**config.mk**
```make
export PLATFORM = sky130hd
export DESIGN_NAME = cash_dispense_denomination_table
export DESIGN_NICKNAME = d
export VERILOG_FILES = /design/src/sv/cdd_pkg.sv /design/src/sv/cdd_cell.sv /design/src/sv/cdd_div.sv /design/src/sv/cash_dispense_denomination_table.sv
export VERILOG_INCLUDE_DIRS = /design/src /design/src/sv
export SDC_FILE = /design/constraint.sdc
export NUM_CORES = 2
export LEC_CHECK = 0
export BUFFER_PORTS_ARGS = -buffer_cell sky130_fd_sc_hd__buf_2
export CAP_MARGIN = 5
export CELL_PAD_IN_SITES_DETAIL_PLACEMENT = 1
export CELL_PAD_IN_SITES_GLOBAL_PLACEMENT = 1
export CORE_MARGIN = 2
export CORE_UTILIZATION = 35
export CTS_BUF_LIST = sky130_fd_sc_hd__clkbuf_4 sky130_fd_sc_hd__clkbuf_8
export DETAILED_ROUTE_END_ITERATION = 10
export GPL_TIMING_DRIVEN = 0
export PLACE_DENSITY = 0.65
export SLEW_MARGIN = 20
export SYNTH_ARGS = -nofsm -noshare
export SYNTH_HDL_FRONTEND = slang
export SYNTH_HIERARCHICAL = 1
export SYNTH_SLANG_ARGS = --single-unit
```
**constraint.sdc**
```tcl
create_clock -name clk -period 21.2 [get_ports clk]
set_input_delay 3.18 -clock clk [delete_from_list [all_inputs] [get_ports clk]]
set_output_delay 3.18 -clock clk [all_outputs]
set_load 0.01 [all_outputs]
```
**src/sv/assert_macros.svh**
```systemverilog
// Assertion helpers, off in synthesis.
`ifndef ASSERT_MACROS_SVH
`define ASSERT_MACROS_SVH
`ifndef SYNTHESIS
`define ASSERT_ALWAYS(lbl, clk, rst, cond) \
  lbl: assert property (@(posedge clk) disable iff (rst) (cond)) \
    else $error("assertion failed");
`define ASSERT_IMPL(lbl, clk, rst, ante, cons) \
  lbl: assert property (@(posedge clk) disable iff (rst) (ante) |-> (cons)) \
    else $error("assertion failed");
`define ASSERT_NEXT(lbl, clk, rst, ante, cons) \
  lbl: assert property (@(posedge clk) disable iff (rst) (ante) |=> (cons)) \
    else $error("assertion failed");
`else
`define ASSERT_ALWAYS(lbl, clk, rst, cond)
`define ASSERT_IMPL(lbl, clk, rst, ante, cons)
`define ASSERT_NEXT(lbl, clk, rst, ante, cons)
`endif
`endif

```
**src/sv/cdd_pkg.sv**
```systemverilog
`default_nettype none
package cdd_pkg;
  localparam int DenW = 20;
  localparam int CntW = 16;
  localparam int AmtW = 32;
  localparam int StW  = 3;

  localparam logic [StW-1:0] ST_DEP_OK = 3'd0;
  localparam logic [StW-1:0] ST_PAID   = 3'd1;
  localparam logic [StW-1:0] ST_REJECT = 3'd2;
  localparam logic [StW-1:0] ST_FULL   = 3'd3;
  localparam logic [StW-1:0] ST_SHORT  = 3'd4;

  localparam logic OP_DEPOSIT  = 1'b0;
  localparam logic OP_WITHDRAW = 1'b1;

  typedef enum logic [3:0] {
    S_IDLE, S_DEP, S_WCHK, S_WMOD, S_REJ, S_SCAN, S_WDIV, S_MUL, S_UPD, S_FIN
  } state_t;

  typedef struct packed {
    logic            ins;
    logic            add;
    logic            dec;
    logic [DenW-1:0] denom;
    logic [CntW-1:0] notes;
  } cmd_t;
endpackage
`default_nettype wire

```
**src/sv/cdd_cell.sv**
```systemverilog
`default_nettype none
module cdd_cell
  import cdd_pkg::*;
(
  input  wire logic            clk,
  input  wire cmd_t            cmd,
  input  wire logic            occ,
  input  wire logic            sel,
  input  wire logic            left_lt,
  input  wire logic [DenW-1:0] left_den,
  input  wire logic [CntW-1:0] left_cnt,
  output logic [DenW-1:0]      den,
  output logic [CntW-1:0]      cnt,
  output logic                 lt,
  output logic                 eq
);
  logic [CntW:0] sum;

  assign lt  = occ && (den < cmd.denom);
  assign eq  = occ && (den == cmd.denom);
  assign sum = {1'b0, cnt} + {1'b0, cmd.notes};

  always_ff @(posedge clk) begin
    if (cmd.ins && !lt) begin
      if (left_lt) begin
        den <= cmd.denom;
        cnt <= cmd.notes;
      end else begin
        den <= left_den;
        cnt <= left_cnt;
      end
    end else if (cmd.add && eq) begin
      cnt <= sum[CntW] ? {CntW{1'b1}} : sum[CntW-1:0];
    end else if (cmd.dec && sel) begin
      cnt <= cnt - cmd.notes;
    end
  end
endmodule
`default_nettype wire

```
**src/sv/cdd_div.sv**
```systemverilog
`default_nettype none
module cdd_div
  import cdd_pkg::*;
(
  input  wire logic            clk,
  input  wire logic            rst,
  input  wire logic            start,
  input  wire logic [AmtW-1:0] dividend,
  input  wire logic [DenW-1:0] divisor,
  output logic                 done,
  output logic [AmtW-1:0]      quotient,
  output logic [DenW-1:0]      remainder
);
  localparam int StepW = $clog2(AmtW + 1);

  logic             busy;
  logic [StepW-1:0] steps;
  logic [DenW-1:0]  dvs;
  logic [DenW:0]    sh;
  logic             fits;

  assign sh   = {remainder, quotient[AmtW-1]};
  assign fits = sh >= {1'b0, dvs};

  always_ff @(posedge clk) begin
    if (rst) begin
      busy <= 1'b0;
      done <= 1'b0;
    end else begin
      done <= 1'b0;
      if (start) begin
        busy      <= 1'b1;
        steps     <= StepW'(AmtW);
        quotient  <= dividend;
        remainder <= '0;
        dvs       <= divisor;
      end else if (busy) begin
        remainder <= fits ? DenW'(sh - {1'b0, dvs}) : sh[DenW-1:0];
        quotient  <= {quotient[AmtW-2:0], fits};
        steps     <= steps - 1'b1;
        if (steps == StepW'(1)) begin
          busy <= 1'b0;
          done <= 1'b1;
        end
      end
    end
  end
endmodule
`default_nettype wire

```
**src/sv/cash_dispense_denomination_table.sv**
```systemverilog
// Deposit: result word loaded in S_DEP once the output is free; next word accepted
// after the return to S_IDLE. Withdraw: S_WCHK checks table and amount, S_WMOD the
// divisibility by the smallest entry, else a reject word; entries then go largest
// first, paid via S_WDIV, S_MUL, S_UPD or skipped, then a final word in S_FIN.
// The 32-step divider is shared. One item at a time; output stalls add cycles.
// Synchronous active-high reset empties the table and drops pending words.
`default_nettype none
`include "assert_macros.svh"
module cash_dispense_denomination_table
  import cdd_pkg::*;
#(
  parameter int TABLE_DEPTH = 8
) (
  input  wire logic            clk,
  input  wire logic            rst,
  input  wire logic            in_valid,
  output logic                 in_stall,
  input  wire logic            opcode,
  input  wire logic [DenW-1:0] denomination,
  input  wire logic [CntW-1:0] note_count,
  input  wire logic [AmtW-1:0] amount,
  output logic                 out_valid,
  input  wire logic            out_stall,
  output logic [StW-1:0]       status,
  output logic [DenW-1:0]      paid_denomination,
  output logic [CntW-1:0]      paid_notes,
  output logic [AmtW-1:0]      remaining_amount,
  output logic                 last
);
  localparam int PW = $clog2(TABLE_DEPTH);
  localparam int UW = $clog2(TABLE_DEPTH + 1);

  state_t state, state_next;
  logic [UW-1:0]   used;
  logic [DenW-1:0] den_r;
  logic [CntW-1:0] cnt_r;
  logic [AmtW-1:0] amt_r, rem;
  logic [PW-1:0]   ptr;
  logic [CntW-1:0] n_r;
  logic [DenW+CntW-1:0] prod;
  logic            pend_v;
  logic [DenW-1:0] pend_den;
  logic [CntW-1:0] pend_notes;
  logic [AmtW-1:0] pend_rem;

  logic [DenW-1:0] cden [TABLE_DEPTH];
  logic [CntW-1:0] ccnt [TABLE_DEPTH];
  logic [TABLE_DEPTH-1:0] lt, eq;
  cmd_t cmd;

  logic match, full, out_free, out_load, div_start, div_done;
  logic [StW-1:0]  o_st;
  logic [DenW-1:0] o_den;
  logic [CntW-1:0] o_notes;
  logic [AmtW-1:0] o_rem;
  logic            o_last;
  logic [AmtW-1:0] dvd, quo;
  logic [DenW-1:0] dvs, dmod;
  logic [DenW-1:0] rd_den;
  logic [CntW-1:0] rd_cnt;

  genvar i;
  generate
    for (i = 0; i < TABLE_DEPTH; i++) begin : g_cell
      if (i == 0) begin : g_first
        cdd_cell u_cell (
          .clk(clk), .cmd(cmd), .occ(UW'(i) < used), .sel(ptr == PW'(i)),
          .left_lt(1'b1), .left_den(cden[0]), .left_cnt(ccnt[0]),
          .den(cden[i]), .cnt(ccnt[i]), .lt(lt[i]), .eq(eq[i])
        );
      end else begin : g_rest
        cdd_cell u_cell (
          .clk(clk), .cmd(cmd), .occ(UW'(i) < used), .sel(ptr == PW'(i)),
          .left_lt(lt[i-1]), .left_den(cden[i-1]), .left_cnt(ccnt[i-1]),
          .den(cden[i]), .cnt(ccnt[i]), .lt(lt[i]), .eq(eq[i])
        );
      end
    end
  endgenerate

  cdd_div u_div (
    .clk(clk), .rst(rst), .start(div_start), .dividend(dvd), .divisor(dvs),
    .done(div_done), .quotient(quo), .remainder(dmod)
  );

  assign match    = |eq;
  assign full     = used == UW'(TABLE_DEPTH);
  assign out_free = !out_valid || !out_stall;
  assign in_stall = state != S_IDLE;
  assign rd_den   = cden[ptr];
  assign rd_cnt   = ccnt[ptr];

  always_comb begin
    state_next = state;
    case (state)
      S_IDLE: if (in_valid) state_next = (opcode == OP_DEPOSIT) ? S_DEP : S_WCHK;
      S_DEP:  if (out_free) state_next = S_IDLE;
      S_WCHK: begin
        if (used == '0 || amt_r == '0 || amt_r < AmtW'(cden[0])) state_next = S_REJ;
        else state_next = S_WMOD;
      end
      S_WMOD: if (div_done) state_next = (dmod != '0) ? S_REJ : S_SCAN;
      S_REJ:  if (out_free) state_next = S_IDLE;
      S_SCAN: begin
        if (rem == '0) state_next = S_FIN;
        else if (AmtW'(rd_den) > rem || rd_cnt == '0)
          state_next = (ptr == '0) ? S_FIN : S_SCAN;
        else state_next = S_WDIV;
      end
      S_WDIV: if (div_done) state_next = S_MUL;
      S_MUL:  state_next = S_UPD;
      S_UPD:  if (!pend_v || out_free) state_next = (ptr == '0) ? S_FIN : S_SCAN;
      S_FIN:  if (out_free) state_next = S_IDLE;
      default: state_next = S_IDLE;
    endcase
  end

  always_comb begin
    out_load  = 1'b0;
    o_st      = ST_DEP_OK;
    o_den     = '0;
    o_notes   = '0;
    o_rem     = '0;
    o_last    = 1'b1;
    cmd       = '{ins: 1'b0, add: 1'b0, dec: 1'b0, denom: den_r, notes: cnt_r};
    div_start = 1'b0;
    dvd       = rem;
    dvs       = rd_den;
    case (state)
      S_DEP: begin
        if (out_free) begin
          out_load = 1'b1;
          if (den_r == '0) o_st = ST_REJECT;
          else if (!match && full) o_st = ST_FULL;
          cmd.add = den_r != '0 && match;
          cmd.ins = den_r != '0 && !match && !full;
        end
      end
      S_WCHK: begin
        dvd       = amt_r;
        dvs       = cden[0];
        div_start = state_next == S_WMOD;
      end
      S_REJ: begin
        out_load = out_free;
        o_st     = ST_REJECT;
        o_rem    = amt_r;
      end
      S_SCAN: div_start = state_next == S_WDIV;
      S_UPD: begin
        if (!pend_v || out_free) begin
          out_load  = pend_v;
          cmd.dec   = 1'b1;
          cmd.notes = n_r;
        end
        o_st    = ST_PAID;
        o_den   = pend_den;
        o_notes = pend_notes;
        o_rem   = pend_rem;
        o_last  = 1'b0;
      end
      S_FIN: begin
        out_load = out_free;
        o_st     = (rem != '0) ? ST_SHORT : ST_PAID;
        o_rem    = rem;
        if (pend_v) begin
          o_den   = pend_den;
          o_notes = pend_notes;
        end else begin
          o_st = ST_SHORT;
        end
      end
      default: ;
    endcase
  end

  always_ff @(posedge clk) begin
    if (rst) begin
      state     <= S_IDLE;
      used      <= '0;
      out_valid <= 1'b0;
      pend_v    <= 1'b0;
    end else begin
      state <= state_next;
      if (out_load) out_valid <= 1'b1;
      else if (!out_stall) out_valid <= 1'b0;
      if (cmd.ins) used <= used + 1'b1;
      if (state == S_UPD && state_next != S_UPD) pend_v <= 1'b1;
      if (state == S_FIN && out_free) pend_v <= 1'b0;
    end
  end

  always_ff @(posedge clk) begin
    if (state == S_IDLE && in_valid) begin
      den_r <= denomination;
      cnt_r <= note_count;
      amt_r <= amount;
      rem   <= amount;
      ptr   <= PW'(used - 1'b1);
    end
    if (state == S_SCAN && state_next == S_SCAN) ptr <= ptr - 1'b1;
    if (state == S_WDIV && div_done)
      n_r <= (quo > AmtW'(rd_cnt)) ? rd_cnt : quo[CntW-1:0];
    if (state == S_MUL) prod <= n_r * rd_den;
    if (state == S_UPD && state_next != S_UPD) begin
      rem        <= rem - prod[AmtW-1:0];
      pend_den   <= rd_den;
      pend_notes <= n_r;
      pend_rem   <= rem - prod[AmtW-1:0];
      if (ptr != '0) ptr <= ptr - 1'b1;
    end
    if (out_load) begin
      status            <= o_st;
      paid_denomination <= o_den;
      paid_notes        <= o_notes;
      remaining_amount  <= o_rem;
      last              <= o_last;
    end
  end

  `ASSERT_ALWAYS(a_used_bound, clk, rst, used <= UW'(TABLE_DEPTH))
  `ASSERT_NEXT(a_accept_busy, clk, rst, in_valid && !in_stall, state != S_IDLE)
  `ASSERT_IMPL(a_paid_last, clk, rst, out_valid && last && status == ST_PAID, remaining_amount == '0)
endmodule
`default_nettype wire

```
==> results_dict.tcl <==
set metrics [dict create \
    outcome "finished clean" \
    grt_max_degree 49 \
    crit_path_end_kind "register" \
    yosysWarnings 6 \
    clkTransAtPathRegs_ps 60 \
    cts_buffers 134 \
    boundaryPins 147 \
    gp_congestion 0.945 \
    hpwl_um 189000 \
    root_buffer "clkbuf_8" \
    grt_pass1_vias 54100 \
    total_power_mw 10.4 \
    tightest_slew_ps 1260 \
    drt-pass1-iter-count 6 \
    track_usage 0.261 \
    fin_crit_ps 11640 \
    postCtsHoldBufs 0 \
    initial_core_util 0.352 \
    relSlewSlack 0.162 \
    drt_wl_total_um 245000 \
    vias_per_cell 5.70 \
    power_frac_clock 0.132 \
    arrival_ps 12230 \
    powerDensity_nw_per_um2 148 \
    cts_setup_buffers 0 \
    final_common_cell "inv_1" \
    finalCritPeriodShare 0.549 \
    finalSetupViolCount 0 \
    startpoint_type "register" \
    crit_type "register to register" \
    grt_pass1_wl_um 360000 \
    p_seq_frac 0.184 \
    core_sq_um 180000 \
    hold_viol_final 0 \
    synth_cells 6280 \
    r2r_slack_ps 9560 \
    drt_iter0_drc 4040 \
    rsz0062_at_grt "no" \
    avgRoutedWirePerCell_um 27.0 \
    utilization 0.390 \
    placed_cell_area_sq_um 67700 \
    ant_nets 0 \
    switching_share 0.505 \
    worst_path_largest_cell_delay_ps 930 \
    grt_remaining_overflow 0 \
    p_leak_nw 29.4 \
    route.detailed.drc 0 \
    die_w_um 430 \
    crit_top_cell "fa_1" \
    syn_to_final_growth_pct 10.9 \
    ctsHtreeMaxLevel 4 \
    portBuffers 146 \
    final_cell_mix "847 x inv_1, 654 x edfxtp_1, 610 x ha_1" \
    final_layout_size_suffix_gt1_frac 0.165 \
    hold_class "register to register" \
    num-fill-cells 20600 \
    internal-power_mw 5.16 \
    whs_ps 483 \
    critPathRequiredTime_ps 21800 \
    postSynthAreaPerCell_sq_um 10.1 \
    synth_area_sq_um 63400 \
    ir_drop_v 0.000343 \
    die_y_um 430 \
    ctsLongestPathBuffers 3 \
    cap_violations 0 \
    tritoncts "yes" \
    slew_violations 0 \
    die_area_sq_um 185000 \
    vias 51700 \
    fmax_mhz 85.9 \
    path_max_fanout 10 \
    switching_power_mw 5.26 \
    tns_ps 0 \
    clk_latency_ps 930 \
    nets 7543 \
    cpMaxStageDelayCell "clkbuf_1" \
    fin_area_sq_um 70300 \
    pwr-share-comb 0.684 \
    cts.repair.resized 0 \
    rows 156 \
    grt_antenna_before_repair 15 \
    cts.sinks 669 \
    worst_clock_skew_ps 61.0 \
]
[stage by stage]
stage	setup WS [ps]	std cells
after CTS	9620	9059
after global placement	9450	8798
after floorplan	12140	6282
after detailed placement	9610	8831
after global routing	9340	9062
final	9560	9065
[area by class of cell]
class	count	area (sq um)	area share
flip-flops and latches	669	19900	0.284
multi-input cells	4483	38600	0.549
inverters	850	3190	0.0454
well taps	2370	2970	0.0422
repair buffers	179	1270	0.0181
plain buffers	280	1760	0.0250
clock buffers	172	2140	0.0304
clock inverters	56	450	0.00640
diodes	6	15.0	0.000213
[critical path, delay by kind of cell, from the launching register on]
family	cells	cell delay, ps
muxes	2	1240
adders and majority gates	7	3410
DFF	1	500
buffers and inverters	9	3250
and+or+nand+nor	4	510
AOI/OAI and AO/OA	5	2400
[path summary, 6_finish.rpt]
kind	startpoint	to	cells after the start
setup / recovery	ptr[1]$_DFF_P_	prod[30]$_DFFE_PP_	27
hold / removal	u_div/busy$_SDFF_PP0_	u_div/done$_SDFF_PP0_	1
setup reg to reg	ptr[1]$_DFF_P_	prod[30]$_DFFE_PP_	27
hold reg to reg	u_div/busy$_SDFF_PP0_	u_div/done$_SDFF_PP0_	1
[metal layers]
layer	wire, um	vias up	track usage
li1	-	23000	-
met1	103000	26400	0.338
met2	115000	1721	0.428
met3	14500	511	0.0379
met4	12700	0	0.125
met5	0	-	0
[sequential cells by signal, summed over array words and instances (netlist names), 4 cells and up]
| signal | count |
|---|---|
| g_cell.g_first.u_cell/den | 20 |
| rem | 32 |
| u_div/dvs | 20 |
| state | 4 |
| used | 4 |
| n_r | 16 |
| g_cell.g_rest.u_cell/den | 140 |
| paid_notes | 16 |
| pend_rem | 32 |
| pend_den | 20 |
| u_div/steps | 6 |
| pend_notes | 16 |
| paid_denomination | 20 |
| den_r | 20 |
| u_div/remainder | 20 |
| prod | 32 |
| amt_r | 32 |
| cnt_r | 16 |
| g_cell.g_rest.u_cell/cnt | 112 |
| g_cell.g_first.u_cell/cnt | 16 |
| remaining_amount | 32 |
| u_div/quotient | 32 |
[power by group through the flow]
stage               clock network (mW)  registers (mW)  logic, mW
floorplan                            0            1.89       4.64
global placement                     0            1.95       6.88
detailed placement                   0            1.95       7.03
CTS                               1.40            1.92       7.09
global route                      1.45            1.92       7.73
finish                            1.37            1.92       7.12
(Power assumes the default switching activity.)
